`src/rtl/sorted_top_k_insert_top_assert.svh`:
```
// ---------------------------------------------------------------------------
// Assertion macros for the sorted top-k insertion list.
// Each macro is active in simulation and expands to nothing in synthesis.
// The macros expect clk_i and rst_ni in the scope where they are used.
// ---------------------------------------------------------------------------
`ifndef SORTED_TOP_K_INSERT_TOP_ASSERT_SVH
`define SORTED_TOP_K_INSERT_TOP_ASSERT_SVH

`ifndef SYNTHESIS
// Checks that a property holds at every clock edge outside reset.
`define STKI_ASSERT(lbl, prop, msg) \
  lbl: assert property (@(posedge clk_i) disable iff (!rst_ni) prop) else $error(msg);
// Checks that a condition never occurs outside reset.
`define STKI_ASSERT_NEVER(lbl, cond, msg) \
  lbl: assert property (@(posedge clk_i) disable iff (!rst_ni) !(cond)) else $error(msg);
`else
`define STKI_ASSERT(lbl, prop, msg)
`define STKI_ASSERT_NEVER(lbl, cond, msg)
`endif

`endif

```
`src/rtl/stki_pkg.sv`:
```
// ---------------------------------------------------------------------------
// stki_pkg
// Types and constants shared by the sorted top-k insertion list modules.
// ---------------------------------------------------------------------------
`timescale 1ns / 1ps
`default_nettype none

package stki_pkg;

  // Fixed field widths of the request and result.
  localparam int unsigned SCORE_W = 32;
  localparam int unsigned TAG_W   = 32;
  localparam int unsigned IDX_W   = 3;
  localparam int unsigned RANK_W  = 3;
  localparam int unsigned COUNT_W = 4;

  // Default number of list entries.
  localparam int unsigned LIST_DEPTH_DEF = 8;

  // Request commands.
  typedef enum logic {
    CMD_INSERT = 1'b0,
    CMD_READ   = 1'b1
  } cmd_e;

  // Data and status passed from one cell to the next.
  typedef struct packed {
    logic                      place;  // new score belongs here or above
    logic                      valid;
    logic signed [SCORE_W-1:0] score;
    logic [TAG_W-1:0]          tag;
  } cell_link_t;

  // One result.
  typedef struct packed {
    logic                      inserted;
    logic [RANK_W-1:0]         insert_rank;
    logic [COUNT_W-1:0]        entry_count;
    logic                      read_valid;
    logic signed [SCORE_W-1:0] read_score;
    logic [TAG_W-1:0]          read_tag;
  } result_t;

endpackage

`default_nettype wire

```
`src/rtl/stki_cell.sv`:
```
// ---------------------------------------------------------------------------
// stki_cell
// One list slot: compares the new score with its own and either keeps its
// entry, takes the new entry, or takes the entry of the cell above it.
// ---------------------------------------------------------------------------
`timescale 1ns / 1ps
`default_nettype none

module stki_cell
  import stki_pkg::*;
(
  input  wire logic                      clk_i,
  input  wire logic                      rst_ni,
  input  wire logic                      load_i,
  input  wire logic signed [SCORE_W-1:0] new_score_i,
  input  wire logic [TAG_W-1:0]          new_tag_i,
  input  wire cell_link_t                prev_i,
  output cell_link_t                     link_o
);

  logic                      valid_q;
  logic signed [SCORE_W-1:0] score_q;
  logic [TAG_W-1:0]          tag_q;
  logic                      place;

  // An empty slot or a strictly lower stored score gives way to the new entry.
  assign place = !valid_q || (new_score_i > score_q);

  // Valid flag is control state and is cleared by reset.
  always_ff @(posedge clk_i or negedge rst_ni) begin
    if (!rst_ni) begin
      valid_q <= 1'b0;
    end else if (load_i) begin
      if (prev_i.place) begin
        valid_q <= prev_i.valid;
      end else if (place) begin
        valid_q <= 1'b1;
      end
    end
  end

  // Entry payload: shift down from above, or take the new entry at the insert position.
  always_ff @(posedge clk_i) begin
    if (load_i) begin
      if (prev_i.place) begin
        score_q <= prev_i.score;
        tag_q   <= prev_i.tag;
      end else if (place) begin
        score_q <= new_score_i;
        tag_q   <= new_tag_i;
      end
    end
  end

  assign link_o = '{place: place, valid: valid_q, score: score_q, tag: tag_q};

endmodule

`default_nettype wire

```
`src/rtl/stki_out_buf.sv`:
```
// ---------------------------------------------------------------------------
// stki_out_buf
// Two-entry result buffer that decouples the list from the output stall.
// ---------------------------------------------------------------------------
`timescale 1ns / 1ps
`default_nettype none

module stki_out_buf
  import stki_pkg::*;
(
  input  wire logic    clk_i,
  input  wire logic    rst_ni,
  input  wire logic    push_i,
  input  wire result_t data_i,
  output logic         full_o,
  output logic         valid_o,
  input  wire logic    stall_i,
  output result_t      data_o
);

  result_t    slot_q [2];
  logic       wr_ptr_q;
  logic       rd_ptr_q;
  logic [1:0] cnt_q;
  logic       pop;

  assign full_o  = cnt_q[1];
  assign valid_o = (cnt_q != 2'd0);
  assign pop     = valid_o && !stall_i;
  assign data_o  = slot_q[rd_ptr_q];

  // Pointers and fill level.
  always_ff @(posedge clk_i or negedge rst_ni) begin
    if (!rst_ni) begin
      wr_ptr_q <= 1'b0;
      rd_ptr_q <= 1'b0;
      cnt_q    <= 2'd0;
    end else begin
      if (push_i) begin
        wr_ptr_q <= !wr_ptr_q;
      end
      if (pop) begin
        rd_ptr_q <= !rd_ptr_q;
      end
      if (push_i && !pop) begin
        cnt_q <= cnt_q + 2'd1;
      end else if (!push_i && pop) begin
        cnt_q <= cnt_q - 2'd1;
      end
    end
  end

  // Result storage.
  always_ff @(posedge clk_i) begin
    if (push_i) begin
      slot_q[wr_ptr_q] <= data_i;
    end
  end

endmodule

`default_nettype wire

```
`src/rtl/sorted_top_k_insert_top.sv`:
```
// Results wait in the result buffer and are offered in request order.
// Throughput: one request per cycle while the result buffer has room; each
// insert updates every cell of the compare-and-shift chain in that single
// cycle, and a two-entry result buffer absorbs output stalls.
// Reset: all cells are marked empty and the entry count is zero; the buffer is
// emptied. Stored scores and tags are not cleared.
// ---------------------------------------------------------------------------
// sorted_top_k_insert_top
// Bounded list of (score, tag) entries kept in descending score order, built
// as a chain of slot cells with a read port over at most the first eight positions.
// ---------------------------------------------------------------------------
`timescale 1ns / 1ps
`default_nettype none

`include "sorted_top_k_insert_top_assert.svh"

module sorted_top_k_insert_top
  import stki_pkg::*;
#(
  parameter int unsigned LIST_DEPTH = LIST_DEPTH_DEF
) (
  input  wire logic                      clk_i,
  input  wire logic                      rst_ni,
  // Request channel.
  input  wire logic                      in_valid_i,
  output logic                           in_stall_o,
  input  wire logic                      command_i,
  input  wire logic signed [SCORE_W-1:0] new_score_i,
  input  wire logic [TAG_W-1:0]          entry_tag_i,
  input  wire logic                      name_present_i,
  input  wire logic [IDX_W-1:0]          read_index_i,
  // Result channel.
  output logic                           out_valid_o,
  input  wire logic                      out_stall_i,
  output logic                           inserted_o,
  output logic [RANK_W-1:0]              insert_rank_o,
  output logic [COUNT_W-1:0]             entry_count_o,
  output logic                           read_valid_o,
  output logic signed [SCORE_W-1:0]      read_score_o,
  output logic [TAG_W-1:0]               read_tag_o
);

  localparam int unsigned POS_W = (LIST_DEPTH > 1) ? $clog2(LIST_DEPTH) : 1;
  localparam int unsigned CNT_W = $clog2(LIST_DEPTH + 1);
  localparam int unsigned CMP_W = (CNT_W > IDX_W) ? CNT_W : IDX_W;
  localparam int unsigned RD_N  = (LIST_DEPTH < (1 << IDX_W)) ? LIST_DEPTH
                                                               : (1 << IDX_W);

  cell_link_t                link      [LIST_DEPTH];
  cell_link_t                prev_link [LIST_DEPTH];
  logic                      req_acc;
  logic                      is_insert;
  logic                      ins_req;
  logic                      ins_ok;
  logic                      full;
  logic [CNT_W-1:0]          count_q;
  logic [CNT_W-1:0]          count_d;
  logic [POS_W-1:0]          pos;
  logic [POS_W+RANK_W-1:0]   pos_ext;
  logic [CNT_W+COUNT_W-1:0]  count_ext;
  logic                      rd_hit;
  logic signed [SCORE_W-1:0] rd_score;
  logic [TAG_W-1:0]          rd_tag;
  logic                      buf_full;
  result_t                   res;
  result_t                   res_out;

  // Request handshake.
  assign in_stall_o = buf_full;
  assign req_acc    = in_valid_i && !in_stall_o;
  assign is_insert  = (command_i == CMD_INSERT);
  assign ins_req    = req_acc && is_insert && name_present_i;

  // The place flags are monotone along the chain, so the last one tells
  // whether the new entry lands anywhere.
  assign full   = link[LIST_DEPTH-1].valid;
  assign ins_ok = link[LIST_DEPTH-1].place;

  // Cell chain; the head cell sees a neighbor that never gives way.
  assign prev_link[0] = '{place: 1'b0, valid: 1'b0, score: '0, tag: '0};

  for (genvar i = 0; i < LIST_DEPTH; i++) begin : g_cell
    if (i > 0) begin : g_prev
      assign prev_link[i] = link[i-1];
    end
    stki_cell u_cell (
      .clk_i       (clk_i),
      .rst_ni      (rst_ni),
      .load_i      (ins_req),
      .new_score_i (new_score_i),
      .new_tag_i   (entry_tag_i),
      .prev_i      (prev_link[i]),
      .link_o      (link[i])
    );
  end

  // Insert position: the one cell that gives way while its neighbor does not.
  always_comb begin
    pos = '0;
    for (int i = 0; i < LIST_DEPTH; i++) begin
      if (link[i].place && !prev_link[i].place) begin
        pos = pos | POS_W'(i);
      end
    end
  end

  // Entry count grows on an insert until the list is full.
  assign count_d = count_q + CNT_W'(ins_req && ins_ok && !full);

  always_ff @(posedge clk_i or negedge rst_ni) begin
    if (!rst_ni) begin
      count_q <= '0;
    end else begin
      count_q <= count_d;
    end
  end

  // Read port over the positions the index can reach.
  assign rd_hit = (CMP_W'(read_index_i) < CMP_W'(count_q));

  always_comb begin
    rd_score = '0;
    rd_tag   = '0;
    for (int k = 0; k < RD_N; k++) begin
      if (read_index_i == IDX_W'(k)) begin
        rd_score = link[k].score;
        rd_tag   = link[k].tag;
      end
    end
  end

  // Result assembly; fields of the other command read as zero.
  assign pos_ext   = {{RANK_W{1'b0}}, pos};
  assign count_ext = {{COUNT_W{1'b0}}, count_d};

  always_comb begin
    res             = '0;
    res.entry_count = count_ext[COUNT_W-1:0];
    if (is_insert) begin
      if (name_present_i && ins_ok) begin
        res.inserted    = 1'b1;
        res.insert_rank = pos_ext[RANK_W-1:0];
      end
    end else if (rd_hit) begin
      res.read_valid = 1'b1;
      res.read_score = rd_score;
      res.read_tag   = rd_tag;
    end
  end

  // Result buffer.
  stki_out_buf u_out_buf (
    .clk_i   (clk_i),
    .rst_ni  (rst_ni),
    .push_i  (req_acc),
    .data_i  (res),
    .full_o  (buf_full),
    .valid_o (out_valid_o),
    .stall_i (out_stall_i),
    .data_o  (res_out)
  );

  assign inserted_o    = res_out.inserted;
  assign insert_rank_o = res_out.insert_rank;
  assign entry_count_o = res_out.entry_count;
  assign read_valid_o  = res_out.read_valid;
  assign read_score_o  = res_out.read_score;
  assign read_tag_o    = res_out.read_tag;

  // The head cell is occupied exactly when the list is not empty.
  `STKI_ASSERT(a_head_matches_count, link[0].valid == (count_q != '0), "head valid vs count")
  // A stalled request side means the buffer holds results to hand out.
  `STKI_ASSERT(a_stall_has_result, in_stall_o |-> out_valid_o, "stall without result")
  // An entry that ranks last in a full list leaves the count alone.
  `STKI_ASSERT(a_full_drop_keeps_count, (ins_req && full && !ins_ok) |=> $stable(count_q), "drop changed count")
  // An accepted insert into a list with room grows it by one.
  `STKI_ASSERT(a_insert_grows_count, (ins_req && ins_ok && !full) |=> (count_q == CNT_W'($past(count_q) + 1'b1)), "count did not grow")

endmodule

`default_nettype wire

```
`config.mk`:
```
export PLATFORM = sky130hd
export DESIGN_NAME = sorted_top_k_insert_top
export DESIGN_NICKNAME = d
export VERILOG_FILES = /design/src/rtl/stki_pkg.sv /design/src/rtl/stki_cell.sv /design/src/rtl/stki_out_buf.sv /design/src/rtl/sorted_top_k_insert_top.sv
export VERILOG_INCLUDE_DIRS = /design/src /design/src/rtl
export SDC_FILE = /design/constraint.sdc
export NUM_CORES = 1
export LEC_CHECK = 0
export BUFFER_PORTS_ARGS = -buffer_cell sky130_fd_sc_hd__buf_2
export CAP_MARGIN = 10
export CORE_MARGIN = 8
export CORE_UTILIZATION = 40
export DETAILED_ROUTE_END_ITERATION = 8
export SETUP_SLACK_MARGIN = 0.02
export SLEW_MARGIN = 20
export SYNTH_ARGS = -nofsm -noshare
export SYNTH_HDL_FRONTEND = slang
export SYNTH_SLANG_ARGS = --single-unit
```
`constraint.sdc`:
```
create_clock -name clk_i -period 8.45 [get_ports clk_i]
set_clock_uncertainty 0.15 [all_clocks]
set_input_delay 0.4225 -clock clk_i [delete_from_list [all_inputs] [get_ports clk_i]]
set_output_delay 0.4225 -clock clk_i [all_outputs]
set_load 0.02 [all_outputs]
```
==> flow_metrics.tcl <==
set metrics [dict create \
    status "complete, no violations" \
    hold_viol 0 \
    clk_latency_ns 0.65 \
    finalSetupTns_ns 0 \
    cts_tree "yes" \
    min_to "g_cell[0].u_cell.score_q[24]$_DFFE_PP_" \
    die-area_um2 104000 \
    port-buffer-count 147 \
    gp_congestion 0.900 \
    vias 25200 \
    syn-num-nets 3250 \
    synth.ff_latch_count 674 \
    worst-path-max-fanout 55 \
    crit_slowest_cell "buf_4" \
    final_nets 3423 \
    cts.sinks 674 \
    reg2reg_from "g_cell[6].u_cell.score_q[27]$_DFFE_PP_" \
    critPathBufInv 3 \
    syn_area_per_cell_um2 12.9 \
    relSlewSlack_pct 16.7 \
    wl_mm 111 \
    slowest_delay_ns 0.84 \
    arrival_ns 5.15 \
    max_freq_ghz 0.199 \
    die_w_um 323 \
    start_util_pct 40.3 \
    vias_per_cell 5.71 \
    worstReg2RegEnd "g_cell[6].u_cell.tag_q[21]$_DFFE_PP_" \
    ios 148 \
    yosysWarnings 0 \
    die_h_um 323 \
    antenna_found_initial 12 \
    start_kind "register" \
    p_total_uw 10400 \
    required_ns 8.56 \
    drv_slew 0 \
    post-dp-hpwl_mm 71.1 \
    async_flop_share_pct 2.37 \
    fin_hold_ws_ns 0.0410 \
    synth-edff-count 658 \
    firstDrtPassIters 5 \
    ys_types 55 \
    hp-class "in -> reg" \
    synth_flop_cell "edfxtp_1" \
    setup_violations 0 \
    layout_min_cycle_time_ns 5.04 \
    drive_above_1_share_pct 26.7 \
    cp_cell_sequence "inv_1, ha_1, nand4_1, nor4_1, a21oi_1, nor3_2, buf_4, o21a_4, buf_4" \
    core_um2 93200 \
    end_kind "register" \
    grt_max_degree 97 \
    cpMostUsedCell "buf_4" \
    grt_remaining_overflow 0 \
    cts_buffers 80 \
    drt-initial-drc-count 2286 \
    grt_pass1_vias 25400 \
    rsz0062_at_grt "no" \
    power_per_cell_area_nw_per_um2 244 \
    clk_path_buf_depth 3 \
    ant_nets 0 \
    r2r_slack_ns 3.41 \
    hold_path.startpoint "new_score_i[24]" \
    post_cts_buffers 0 \
    grt_pass1_wl_mm 166 \
    fill_cells 8496 \
    path_delay_family "buffers and inverters" \
    wl_per_cell_um 25.3 \
    grtUsageTotal_pct 21.1 \
    clock-root-buffer "clkbuf_16" \
    syn2layout_area_growth_pct 13.8 \
    final_util_pct 45.9 \
    peakVddDrop_mv 0.235 \
    timing.final.crit_share_pct 59.6 \
    clk_pin_slew_ns 0.06 \
    drc 0 \
    ys_seq_area_share_pct 53.6 \
    max_cap_violations 0 \
    syn-cell-area_um2 37600 \
    cellLeakagePower_uw 0.0163 \
    h-tree-depth 3 \
    hold_depth 1 \
    netlist_instances 2916 \
    r2r.worst_path.cells 9 \
    num_rows 112 \
    criticalPathCategory "reg -> reg" \
    worst_slew_pin_slew_ns 1.22 \
]
[power breakdown]
part | internal, uW | switching, uW
registers | 4210 | 185
logic | 998 | 1600
clock network | 1990 | 1430
[per-layer routing]
metal | global-route usage [%] | routed length, um | vias to the layer above
met2 | 33.2 | 51000 | 858
met3 | 4.20 | 8060 | 203
met1 | 29.0 | 48600 | 12700
met4 | 7.43 | 3660 | 16
li1 | - | - | 11400
met5 | 0 | 88 | -
[per-stage QoR]
| stage | cell area (um^2) | setup WS, ns | cells |
|---|---|---|---|
| detailed placement | 39800 | 3.23 | 4224 |
| global route | 42800 | 3.13 | 4405 |
| finish | 42800 | 3.41 | 4407 |
| CTS | 42700 | 3.47 | 4402 |
| floorplan | 37600 | 2.47 | 2916 |
| global placement | 39800 | 3.24 | 4224 |
[registers in the layout (all words and copies together), names as in the netlist]
register / count
u_out_buf.rd_ptr_q: 1
u_out_buf.cnt_q: 2
g_cell.u_cell.tag_q: 256
u_out_buf.wr_ptr_q: 1
u_out_buf.slot_q: 146
g_cell.u_cell.score_q: 256
count_q: 4
g_cell.u_cell.valid_q: 8
[cell usage after synthesis (all sizes together) (4+ instances only)]
cell type / count / share of area (%)
nor4: 13 / 0.22
o22a: 58 / 1.4
o211ai: 11 / 0.22
a21oi: 174 / 2.3
o221ai: 5 / 0.12
a2111oi: 62 / 1.4
mux4: 60 / 3.6
a21o: 7 / 0.14
buf: 65 / 0.86
clkbuf: 70 / 0.70
ha: 261 / 8.7
and4: 8 / 0.19
inv: 294 / 2.9
o21a: 5 / 0.10
a211oi: 15 / 0.30
nand2b: 7 / 0.12
a221oi: 6 / 0.16
nor3b: 4 / 0.080
a21boi: 8 / 0.16
edfxtp: 658 / 53
a22o: 5 / 0.12
nor2b: 16 / 0.27
nand2: 177 / 1.8
nor2: 164 / 1.6
o21ai: 102 / 1.4
nand3: 30 / 0.40
nor3: 11 / 0.15
nand4: 46 / 0.77
mux2: 457 / 14
dfrtp: 16 / 1.1
mux2i: 66 / 1.8
xnor2: 4 / 0.093
[worst register-to-register path: cells and delay by family, from the launching register on]
family / cells / cell delay (ns)
buffers and inverters: 3 / 1.55
adder cells (fa/ha/maj): 1 / 0.33
flip-flops: 1 / 0.37
AO/OA/AOI/OAI: 2 / 0.95
AND/OR/NAND/NOR: 3 / 1.28
[repair_timing]
action / in CTS / in global routing
endpoints found under the hold margin: 57 / 0
gates resized for setup: 0 / 0
hold buffers: 35 / 0
[cell usage in the layout (no fill, tap or decap), types with 13 or more instances in the layout]
| cell type | Yosys | routed |
|---|---|---|
| a2111oi_0 | 62 | 57 |
| a211oi_1 | 15 | 15 |
| a21oi_1 | 174 | 172 |
| buf_2 | 50 | 144 |
| buf_4 | 0 | 40 |
| clkbuf_1 | 70 | 26 |
| clkbuf_16 | 0 | 80 |
| dfrtp_1 | 16 | 15 |
| dlygate4sd3_1 | 0 | 35 |
| edfxtp_1 | 658 | 658 |
| ha_1 | 261 | 261 |
| inv_1 | 294 | 294 |
| mux2_2 | 456 | 456 |
| mux2i_1 | 66 | 66 |
| mux4_2 | 60 | 60 |
| nand2_1 | 177 | 176 |
| nand3_1 | 30 | 30 |
| nand4_1 | 46 | 46 |
| nor2_1 | 164 | 158 |
| nor2b_1 | 16 | 16 |
| nor4_1 | 13 | 13 |
| o21ai_0 | 102 | 100 |
| o22a_1 | 58 | 58 |
[how the worst max path moves through the flow]
stage                                            from                                     end  cells past startpoint
6_report       g_cell[6].u_cell.score_q[27]$_DFFE_PP_    g_cell[6].u_cell.tag_q[21]$_DFFE_PP_                      9
3_5_place_dp                          new_score_i[27]  g_cell[7].u_cell.score_q[25]$_DFFE_PP_                      9
5_1_grt                                new_score_i[0]       u_out_buf.slot_q[0][69]$_DFFE_PP_                     14
4_1_cts        g_cell[6].u_cell.score_q[27]$_DFFE_PP_    g_cell[6].u_cell.tag_q[21]$_DFFE_PP_                      9
2_1_floorplan                         new_score_i[31]   g_cell[5].u_cell.score_q[0]$_DFFE_PP_                     10
3_3_place_gp                          new_score_i[31]    g_cell[4].u_cell.tag_q[25]$_DFFE_PP_                     10
[kinds of logic (layout without fill, tap and decap cells)]
| kind of cell | count (synthesis) | after routing | share of synthesized area, % |
|---|---|---|---|
| other cells | 0 | 3 | 0 |
| xor+xnor | 7 | 7 | 0.163 |
| fa+ha+maj | 261 | 261 | 8.69 |
| buf+inv | 429 | 663 | 4.49 |
| flops | 674 | 674 | 53.6 |
| simple gates | 489 | 489 | 5.83 |
| compound gates | 473 | 473 | 8.14 |
| mux | 583 | 583 | 19.1 |
[cell type report]
class	instances	area (um^2)	share of cell area, %
flip-flops and latches	674	20200	47.1
multi-input cells	1813	15900	37.1
clock buffers	112	2180	5.10
well taps	1254	1570	3.67
repair buffers	226	1510	3.52
inverters	294	1100	2.58
clock inverters	31	362	0.845
diodes	3	7.51	0.0175
No activity file was read; power rests on OpenSTA's default activity.
